===== config.mk =====
export PLATFORM = sky130hd
export DESIGN_NAME = heron_square_root_flat
export DESIGN_NICKNAME = d
export VERILOG_FILES = /design/src/hw/rtl/hsr_pkg.sv /design/src/hw/rtl/hsr_if.sv /design/src/hw/rtl/hsr_divider.sv /design/src/hw/rtl/hsr_sequencer.sv /design/src/hw/rtl/hsr_datapath.sv /design/src/hw/rtl/heron_square_root.sv /design/src/flat_wrapper.sv
export SDC_FILE = /design/constraint.sdc
export NUM_CORES = 1
export LEC_CHECK = 0
export ABC_AREA = 1
export BUFFER_PORTS_ARGS = -buffer_cell sky130_fd_sc_hd__buf_2
export CORE_UTILIZATION = 50
export CTS_CLUSTER_DIAMETER = 200
export DETAILED_ROUTE_END_ITERATION = 16
export GPL_TIMING_DRIVEN = 0
export PLACE_DENSITY_LB_ADDON = 0.2
export SYNTH_ARGS = -nofsm -noshare
export SYNTH_HDL_FRONTEND = slang
export SYNTH_HIERARCHICAL = 1
export SYNTH_SLANG_ARGS = --single-unit

===== constraint.sdc =====
create_clock -name clk -period 7.1 [get_ports clk]
set_input_delay 1.065 -clock clk [delete_from_list [all_inputs] [get_ports clk]]
set_output_delay 1.065 -clock clk [all_outputs]
set_load 0.02 [all_outputs]

===== src/hw/rtl/hsr_pkg.sv =====
package hsr_pkg;

	localparam int FRACTION_BITS = 16;
	localparam int VALUE_BITS    = 32;
	localparam int WIDE_BITS     = VALUE_BITS + FRACTION_BITS;
	localparam int ROOT_BITS     = (VALUE_BITS + FRACTION_BITS) / 2 + 1;
	localparam int COUNT_BITS    = 6;
	localparam int TOL_BITS      = 16;
	localparam int CFG_IDX_BITS  = 2;
	localparam int CFG_DATA_BITS = 16;
	localparam int DIV_CNT_BITS  = $clog2(WIDE_BITS);
	localparam int STEP_BITS     = 3;

	typedef enum logic [CFG_IDX_BITS-1:0] {
		REG_STOP_MODE        = 2'd0,
		REG_FIXED_ITERATIONS = 2'd1,
		REG_TOLERANCE        = 2'd2,
		REG_MAX_ITERATIONS   = 2'd3
	} cfg_reg_t;

	typedef struct packed {
		logic                  stop_mode;
		logic [COUNT_BITS-1:0] fixed_iterations;
		logic [TOL_BITS-1:0]   tolerance;
		logic [COUNT_BITS-1:0] max_iterations;
	} cfg_t;

	typedef logic [STEP_BITS-1:0] step_t;

	localparam step_t ST_IDLE   = 3'd0;
	localparam step_t ST_ZCHK   = 3'd1;
	localparam step_t ST_CHECK  = 3'd2;
	localparam step_t ST_DSTART = 3'd3;
	localparam step_t ST_DWAIT  = 3'd4;
	localparam step_t ST_AVG    = 3'd5;
	localparam step_t ST_UPDATE = 3'd6;
	localparam step_t ST_EMIT   = 3'd7;

	typedef enum logic [2:0] {
		OP_NOP,
		OP_LOAD,
		OP_DIV_START,
		OP_AVG,
		OP_UPDATE,
		OP_EMIT
	} op_t;

	typedef enum logic [2:0] {
		C_ALWAYS,
		C_IN_VALID,
		C_Z_ZERO,
		C_CNT_DONE,
		C_DIV_DONE,
		C_TOL_MET,
		C_OUT_FREE
	} cond_t;

	typedef struct packed {
		op_t   op;
		cond_t cond;
		step_t tgt_t;
		step_t tgt_f;
	} ctrl_word_t;

	typedef struct packed {
		logic in_valid;
		logic z_zero;
		logic cnt_done;
		logic div_done;
		logic tol_met;
		logic out_free;
	} status_t;

	// microprogram: next = cond ? tgt_t : tgt_f
	function automatic ctrl_word_t ucode(input step_t s);
		ctrl_word_t w;
		unique case (s)
			ST_IDLE:   w = '{OP_LOAD,      C_IN_VALID, ST_ZCHK,   ST_IDLE};
			ST_ZCHK:   w = '{OP_NOP,       C_Z_ZERO,   ST_EMIT,   ST_CHECK};
			ST_CHECK:  w = '{OP_NOP,       C_CNT_DONE, ST_EMIT,   ST_DSTART};
			ST_DSTART: w = '{OP_DIV_START, C_ALWAYS,   ST_DWAIT,  ST_DWAIT};
			ST_DWAIT:  w = '{OP_NOP,       C_DIV_DONE, ST_AVG,    ST_DWAIT};
			ST_AVG:    w = '{OP_AVG,       C_ALWAYS,   ST_UPDATE, ST_UPDATE};
			ST_UPDATE: w = '{OP_UPDATE,    C_TOL_MET,  ST_EMIT,   ST_CHECK};
			ST_EMIT:   w = '{OP_EMIT,      C_OUT_FREE, ST_IDLE,   ST_EMIT};
			default:   w = '{OP_NOP,       C_ALWAYS,   ST_IDLE,   ST_IDLE};
		endcase
		return w;
	endfunction

endpackage


===== src/hw/rtl/hsr_if.sv =====
interface hsr_in_if import hsr_pkg::*; ();
	logic                  valid;
	logic                  ready;
	logic [VALUE_BITS-1:0] radicand;

	modport source (output valid, output radicand, input ready);
	modport sink   (input valid, input radicand, output ready);
endinterface

interface hsr_out_if import hsr_pkg::*; ();
	logic                  valid;
	logic                  ready;
	logic [ROOT_BITS-1:0]  root;
	logic [COUNT_BITS-1:0] iterations_used;
	logic                  converged;

	modport source (output valid, output root, output iterations_used, output converged,
		input ready);
	modport sink   (input valid, input root, input iterations_used, input converged,
		output ready);
endinterface

interface hsr_cfg_if import hsr_pkg::*; ();
	logic                     valid;
	logic                     ready;
	logic [CFG_IDX_BITS-1:0]  index;
	logic [CFG_DATA_BITS-1:0] data;

	modport source (output valid, output index, output data, input ready);
	modport sink   (input valid, input index, input data, output ready);
endinterface


===== src/hw/rtl/hsr_divider.sv =====
module hsr_divider import hsr_pkg::*; (
	input  logic                 clk,
	input  logic                 arst_n,
	input  logic                 start,
	input  logic [WIDE_BITS-1:0] dividend,
	input  logic [WIDE_BITS-1:0] divisor,
	output logic [WIDE_BITS-1:0] quotient,
	output logic                 done
);

	logic                    busy_q;
	logic                    done_q;
	logic [DIV_CNT_BITS-1:0] cnt_q;
	logic [WIDE_BITS-1:0]    rem_q;
	logic [WIDE_BITS-1:0]    quo_q;
	logic [WIDE_BITS-1:0]    dvs_q;
	logic [WIDE_BITS:0]      shifted;
	logic [WIDE_BITS:0]      trial;
	logic                    fits;

	// restoring radix-2: dividend bits shift out of quo_q as quotient bits shift in
	assign shifted = {rem_q, quo_q[WIDE_BITS-1]};
	assign trial   = shifted - {1'b0, dvs_q};
	assign fits    = ~trial[WIDE_BITS];

	always_ff @(posedge clk or negedge arst_n) begin
		if (!arst_n) begin
			busy_q <= 1'b0;
			done_q <= 1'b0;
			cnt_q  <= '0;
		end else begin
			done_q <= 1'b0;
			if (start) begin
				busy_q <= 1'b1;
				cnt_q  <= '0;
			end else if (busy_q) begin
				if (cnt_q == DIV_CNT_BITS'(WIDE_BITS - 1)) begin
					busy_q <= 1'b0;
					done_q <= 1'b1;
				end
				cnt_q <= cnt_q + 1'b1;
			end
		end
	end

	always_ff @(posedge clk) begin
		if (start) begin
			rem_q <= '0;
			quo_q <= dividend;
			dvs_q <= divisor;
		end else if (busy_q) begin
			rem_q <= fits ? trial[WIDE_BITS-1:0] : shifted[WIDE_BITS-1:0];
			quo_q <= {quo_q[WIDE_BITS-2:0], fits};
		end
	end

	assign quotient = quo_q;
	assign done     = done_q;

endmodule


===== src/hw/rtl/hsr_sequencer.sv =====
module hsr_sequencer import hsr_pkg::*; (
	input  logic       clk,
	input  logic       arst_n,
	input  status_t    status,
	output ctrl_word_t ctrl
);

	step_t      step_q;
	ctrl_word_t word;
	logic       taken;

	assign word = ucode(step_q);

	always_comb begin
		unique case (word.cond)
			C_ALWAYS:   taken = 1'b1;
			C_IN_VALID: taken = status.in_valid;
			C_Z_ZERO:   taken = status.z_zero;
			C_CNT_DONE: taken = status.cnt_done;
			C_DIV_DONE: taken = status.div_done;
			C_TOL_MET:  taken = status.tol_met;
			C_OUT_FREE: taken = status.out_free;
			default:    taken = 1'b0;
		endcase
	end

	always_ff @(posedge clk or negedge arst_n) begin
		if (!arst_n) begin
			step_q <= ST_IDLE;
		end else begin
			step_q <= taken ? word.tgt_t : word.tgt_f;
		end
	end

	assign ctrl = word;

endmodule


===== src/hw/rtl/hsr_datapath.sv =====
module hsr_datapath import hsr_pkg::*; (
	input  logic                 clk,
	input  logic                 arst_n,
	input  cfg_t                 cfg,
	input  ctrl_word_t           ctrl,
	output status_t              status,
	hsr_in_if.sink               sample,
	hsr_out_if.source            result,
	output logic                 div_start,
	output logic [WIDE_BITS-1:0] div_dividend,
	output logic [WIDE_BITS-1:0] div_divisor,
	input  logic [WIDE_BITS-1:0] div_quotient,
	input  logic                 div_done
);

	localparam logic [WIDE_BITS-1:0] ROOT_MAX = {{(WIDE_BITS-ROOT_BITS){1'b0}}, {ROOT_BITS{1'b1}}};

	logic [VALUE_BITS-1:0] z_q;
	logic [WIDE_BITS-1:0]  x_q;
	logic [WIDE_BITS-1:0]  nx_q;
	logic [COUNT_BITS-1:0] cnt_q;
	logic                  conv_q;
	logic                  out_valid_q;
	logic [ROOT_BITS-1:0]  root_q;
	logic [COUNT_BITS-1:0] used_q;
	logic                  conv_out_q;

	logic                  load;
	logic                  emit;
	logic                  out_free;
	logic [WIDE_BITS-1:0]  half;
	logic [WIDE_BITS:0]    sum;
	logic [WIDE_BITS-1:0]  avg;
	logic [WIDE_BITS-1:0]  diff;
	logic [COUNT_BITS-1:0] limit;
	logic                  tol_met;

	assign out_free = ~out_valid_q | result.ready;
	assign load     = (ctrl.op == OP_LOAD) & sample.valid;
	assign emit     = (ctrl.op == OP_EMIT) & out_free;

	assign half  = {{(WIDE_BITS-VALUE_BITS+1){1'b0}}, sample.radicand[VALUE_BITS-1:1]};
	assign sum   = {1'b0, x_q} + {1'b0, div_quotient};
	assign avg   = sum[WIDE_BITS:1];
	assign diff  = (nx_q > x_q) ? (nx_q - x_q) : (x_q - nx_q);
	assign limit = cfg.stop_mode ? cfg.max_iterations : cfg.fixed_iterations;
	// absolute change against tolerance, only in tolerance mode
	assign tol_met = cfg.stop_mode &
		(diff <= {{(WIDE_BITS-TOL_BITS){1'b0}}, cfg.tolerance});

	assign div_start    = (ctrl.op == OP_DIV_START);
	assign div_dividend = {z_q, {FRACTION_BITS{1'b0}}};
	assign div_divisor  = x_q;

	always_ff @(posedge clk) begin
		unique case (ctrl.op)
			OP_LOAD: begin
				if (load) begin
					z_q   <= sample.radicand;
					cnt_q <= '0;
					// raw radicand of one would start at zero: use one instead
					if (half == '0 && sample.radicand != '0) begin
						x_q <= WIDE_BITS'(1);
					end else begin
						x_q <= half;
					end
					conv_q <= (sample.radicand == '0) | ~cfg.stop_mode;
				end
			end
			OP_AVG: begin
				nx_q <= (avg == '0) ? WIDE_BITS'(1) : avg;
			end
			OP_UPDATE: begin
				x_q   <= nx_q;
				cnt_q <= cnt_q + 1'b1;
				if (tol_met) begin
					conv_q <= 1'b1;
				end
			end
			OP_EMIT: begin
				if (emit) begin
					root_q     <= (x_q > ROOT_MAX) ? {ROOT_BITS{1'b1}} : x_q[ROOT_BITS-1:0];
					used_q     <= cnt_q;
					conv_out_q <= conv_q;
				end
			end
			default: begin
			end
		endcase
	end

	always_ff @(posedge clk or negedge arst_n) begin
		if (!arst_n) begin
			out_valid_q <= 1'b0;
		end else if (emit) begin
			out_valid_q <= 1'b1;
		end else if (result.ready) begin
			out_valid_q <= 1'b0;
		end
	end

	assign sample.ready           = (ctrl.op == OP_LOAD);
	assign result.valid           = out_valid_q;
	assign result.root            = root_q;
	assign result.iterations_used = used_q;
	assign result.converged       = conv_out_q;

	assign status.in_valid = sample.valid;
	assign status.z_zero   = (z_q == '0);
	assign status.cnt_done = (cnt_q == limit);
	assign status.div_done = div_done;
	assign status.tol_met  = tol_met;
	assign status.out_free = out_free;

endmodule


===== src/hw/rtl/heron_square_root.sv =====
// Heron square root of an unsigned Q16.16 radicand, result in Q16.16 (saturated to 25 bits).
// The estimate starts at half the radicand and is refined by x' = (x + z*2^16/x) / 2, either a
// fixed number of times or until the absolute change is within the tolerance (capped by the
// maximum count). A small microprogram sequences one shared 48-bit radix-2 divider: each
// update runs start, wait (48 divide steps), average, update and count check. When the
// tolerance ends it the count check is skipped, and a zero radicand goes straight to the
// output with no update. One item is worked at a time; the next is taken once the result
// is in the output register. Config registers are written through the cfg port; the user
// must write them only while the block is idle, which the block itself does not enforce.
module heron_square_root import hsr_pkg::*; (
	input  logic       clk,
	input  logic       arst_n,
	hsr_in_if.sink     sample,
	hsr_out_if.source  result,
	hsr_cfg_if.sink    cfg
);

	cfg_t                 cfg_q;
	ctrl_word_t           ctrl;
	status_t              status;
	logic                 div_start;
	logic [WIDE_BITS-1:0] div_dividend;
	logic [WIDE_BITS-1:0] div_divisor;
	logic [WIDE_BITS-1:0] div_quotient;
	logic                 div_done;

	assign cfg.ready = 1'b1;

	always_ff @(posedge clk or negedge arst_n) begin
		if (!arst_n) begin
			cfg_q.stop_mode        <= 1'b0;
			cfg_q.fixed_iterations <= COUNT_BITS'(10);
			cfg_q.tolerance        <= TOL_BITS'(1);
			cfg_q.max_iterations   <= COUNT_BITS'(32);
		end else if (cfg.valid) begin
			unique case (cfg_reg_t'(cfg.index))
				REG_STOP_MODE:        cfg_q.stop_mode        <= cfg.data[0];
				REG_FIXED_ITERATIONS: cfg_q.fixed_iterations <= cfg.data[COUNT_BITS-1:0];
				REG_TOLERANCE:        cfg_q.tolerance        <= cfg.data[TOL_BITS-1:0];
				REG_MAX_ITERATIONS:   cfg_q.max_iterations   <= cfg.data[COUNT_BITS-1:0];
				default: begin
				end
			endcase
		end
	end

	hsr_sequencer u_seq (
		.clk    (clk),
		.arst_n (arst_n),
		.status (status),
		.ctrl   (ctrl)
	);

	hsr_datapath u_dp (
		.clk          (clk),
		.arst_n       (arst_n),
		.cfg          (cfg_q),
		.ctrl         (ctrl),
		.status       (status),
		.sample       (sample),
		.result       (result),
		.div_start    (div_start),
		.div_dividend (div_dividend),
		.div_divisor  (div_divisor),
		.div_quotient (div_quotient),
		.div_done     (div_done)
	);

	hsr_divider u_div (
		.clk      (clk),
		.arst_n   (arst_n),
		.start    (div_start),
		.dividend (div_dividend),
		.divisor  (div_divisor),
		.quotient (div_quotient),
		.done     (div_done)
	);

endmodule

===== src/flat_wrapper.sv =====
// flat-port wrapper written by rule: the top's interface ports become plain ports
module heron_square_root_flat import hsr_pkg::*;
  (clk, arst_n, sample_valid, sample_radicand, sample_ready, result_valid, result_root, result_iterations_used, result_converged, result_ready, cfg_valid, cfg_index, cfg_data, cfg_ready);
  hsr_in_if sample_i ();
  hsr_out_if result_i ();
  hsr_cfg_if cfg_i ();
  input  logic clk;
  input  logic arst_n;
  input wire logic [$bits(sample_i.valid)-1:0] sample_valid;
  input wire logic [$bits(sample_i.radicand)-1:0] sample_radicand;
  output wire logic [$bits(sample_i.ready)-1:0] sample_ready;
  output wire logic [$bits(result_i.valid)-1:0] result_valid;
  output wire logic [$bits(result_i.root)-1:0] result_root;
  output wire logic [$bits(result_i.iterations_used)-1:0] result_iterations_used;
  output wire logic [$bits(result_i.converged)-1:0] result_converged;
  input wire logic [$bits(result_i.ready)-1:0] result_ready;
  input wire logic [$bits(cfg_i.valid)-1:0] cfg_valid;
  input wire logic [$bits(cfg_i.index)-1:0] cfg_index;
  input wire logic [$bits(cfg_i.data)-1:0] cfg_data;
  output wire logic [$bits(cfg_i.ready)-1:0] cfg_ready;
  assign sample_i.valid = sample_valid;
  assign sample_i.radicand = sample_radicand;
  assign sample_ready = sample_i.ready;
  assign result_valid = result_i.valid;
  assign result_root = result_i.root;
  assign result_iterations_used = result_i.iterations_used;
  assign result_converged = result_i.converged;
  assign result_i.ready = result_ready;
  assign cfg_i.valid = cfg_valid;
  assign cfg_i.index = cfg_index;
  assign cfg_i.data = cfg_data;
  assign cfg_ready = cfg_i.ready;
  heron_square_root u_core (.clk(clk), .arst_n(arst_n), .sample(sample_i), .result(result_i), .cfg(cfg_i));
endmodule

==> results.txt <==
Initial detailed-routing violation count - 2,778
Leakage - 18.25 nW
Drt total wl - 113,200 um
Gpl congestion - 1.064
Reg-to-reg endpoint - u_core/u_seq/step_q[0]
Vias in the first global route - 28,640
TritonCTS Buffers - 42
Status - finished with violations
Critical Path RT - 7.58 ns
DR vias/cell - 5.284
Clk sinks - 352
Die Span X - 250.5 um
Top Ports - 90
Number of port buffers - 85
Slew Limit Fails - 6
Syn avg cell area - 6.395 um2
Clock Skew - 0.03339 ns
Worst Hold Class - register to register
PD cells - 557.9 nW/um2
Syn. warnings - 6
Mapped cell area - 30,870 um2
Drt pass-1 iters - 6
Post-CTS sizing - 0
Layout cells sized above 1 - 5.799%
Critical Path Max Stage Delay - 0.66 ns
Root buf cell - clkbuf_16
Total GRT Usage - 35.77%
Post-CTS Setup Inserts - 0
CORE AREA - 60,700 um2
Post-route ant nets - 0
R2R cell count - 37
Routed wire length per instance - 19.52 um
Worst IR drop on VDD - 0.3210 mV
H-tree levels - 2
Total grt overflow - 0
Tmin final - 6.761 ns
Die H - 250.5 um
Routed vias - 30,650
Area Overhead vs Synth - 9.978%
Worst Max-Slew Pin Slew - 1.549 ns
Tcrit/Tclk final - 95.23%
First-pass GRT wire length - 166,600 um
Worst setup path end - u_core/u_seq/step_q[0]
Non-Filler Instances - 5,800
Row cnt - 90
Critical Path Sink Type - register
Area of the die - 62,750 um2
Crit path max-delay family - simple AND/OR/NAND/NOR gates
Hold Fails Final Rpt - 0
Total power - 18.94 mW
Start point of the critical path - u_core/u_dp/div_divisor[0]
Clock latency on the worst-skew pair - 0.60 ns
Worst Path Max Fanout - 10
Reg2Reg Launch Point - u_core/u_dp/div_divisor[0]
Failing checks - max-capacitance violations, max-slew violations
CP Class - register to register
Fin Setup TNS - 0 ns
Drc violations - 0
Initial antenna violation count - 1
Reg clk slew, reported paths - 0.06 ns
Starting Density - 50.87%
Post-Syn Instances - 4,828
Worst setup SP type - register
Most frequent CP cell - nand2_1
Relative slew slack - -3.663%
Crit-path slowest cell - a32oi_1
Max-cap viol count - 1
Final Setup Violations - 0
Post-route core utilization - 55.94%
CTS tree - yes
Largest net degree at the start of global routing - 42
RSZ-0062 raised after global routing - no
DP Wirelength - 96,010 um
Critical Path AT - 7.24 ns
Placed insts - 5,722
Maximum clock rate - 0.1479 GHz
Buf/Inv on CP - 6
CTS Buffer Depth - 3
Instance count on the critical path - 37
Antenna diode instance count - 0
Layout Nets - 5,258
Hold Buf Count CTS - 0
Worst R2R Setup Slack - 0.34 ns
-- placed cells by master (no fill, tap or decap), types with 42 or more instances in the layout --
cell type  instances
nand2_1         1874
inv_1            952
nor2_1           371
edfxtp_1         263
nand3_1          253
ha_1             215
a21oi_1          182
o21ai_0          125
buf_2            105
nand4_1           98
xor2_1            53
dfxtp_1           48
clkbuf_16         42
clkbuf_1          42
-- power by group --
group	leakage [nW]	total, mW	internal, mW	switching [mW]
clock	0.700	2.24	1.31	0.925
sequential	3.38	4.02	3.31	0.702
combinational	14.2	12.7	3.75	8.93
total	18.2	18.9	8.38	10.6
-- state kept, by name (all words and copies together), names as in the netlist, 25 cells and up --
register / count
u_core/u_div/quotient: 48
u_core/u_dp/result.root: 25
u_core/cfg_q: 29
u_core/u_dp/div_divisor: 48
u_core/u_dp/nx_q: 48
u_core/u_div/dvs_q: 48
u_core/u_div/rem_q: 48
u_core/u_dp/z_q: 32
-- worst min-delay path by stage --
stage / endpoint / cells past startpoint / slack (ns) / start
global route: u_core/u_dp/result.converged / 0 / 0.43 / u_core/u_dp/conv_q
finish: u_core/u_dp/result.converged / 0 / 0.42 / u_core/u_dp/conv_q
global placement: u_core/u_dp/result.converged / 0 / 0.40 / u_core/u_dp/conv_q
detailed placement: u_core/u_dp/result.converged / 0 / 0.41 / u_core/u_dp/conv_q
CTS: u_core/u_dp/result.converged / 0 / 0.42 / u_core/u_dp/conv_q
floorplan: u_core/u_dp/result.converged / 0 / 0.40 / u_core/u_dp/conv_q
-- area by class of cell --
cell class	instances	area, um2
tap	782	978.4
clock buffer	52	1109
timing repair buffer	97	586.8
fill	6245	26740
inverter	965	3637
buffer	93	550.5
clock inverter	26	320.3
sequential	352	9889
multi-input combinational	3433	16880
-- routing by layer --
| layer | share of wire [%] | track usage, % | vias to the layer above |
|---|---|---|---|
| met2 | 46 | 60.17 | 1077 |
| met1 | 42 | 45.35 | 14050 |
| met3 | 6.4 | 3.772 | 240 |
| met5 | 0 | 0 | - |
| li1 | - | - | 15280 |
| met4 | 5.6 | 18.65 | 0 |
-- stage by stage --
step / setup WS, ns / cell area [um2] / hold slack, ns
6_report: 0.3388 / 33950 / 0.4238
3_3_place_gp: -3.552 / 32330 / 0.4037
2_1_floorplan: 0.6861 / 30930 / 0.4003
5_1_grt: 0.005534 / 33950 / 0.4256
3_5_place_dp: 0.4735 / 32520 / 0.4065
4_1_cts: 0.4484 / 33950 / 0.4207
No activity file was read; power rests on OpenSTA's default activity.
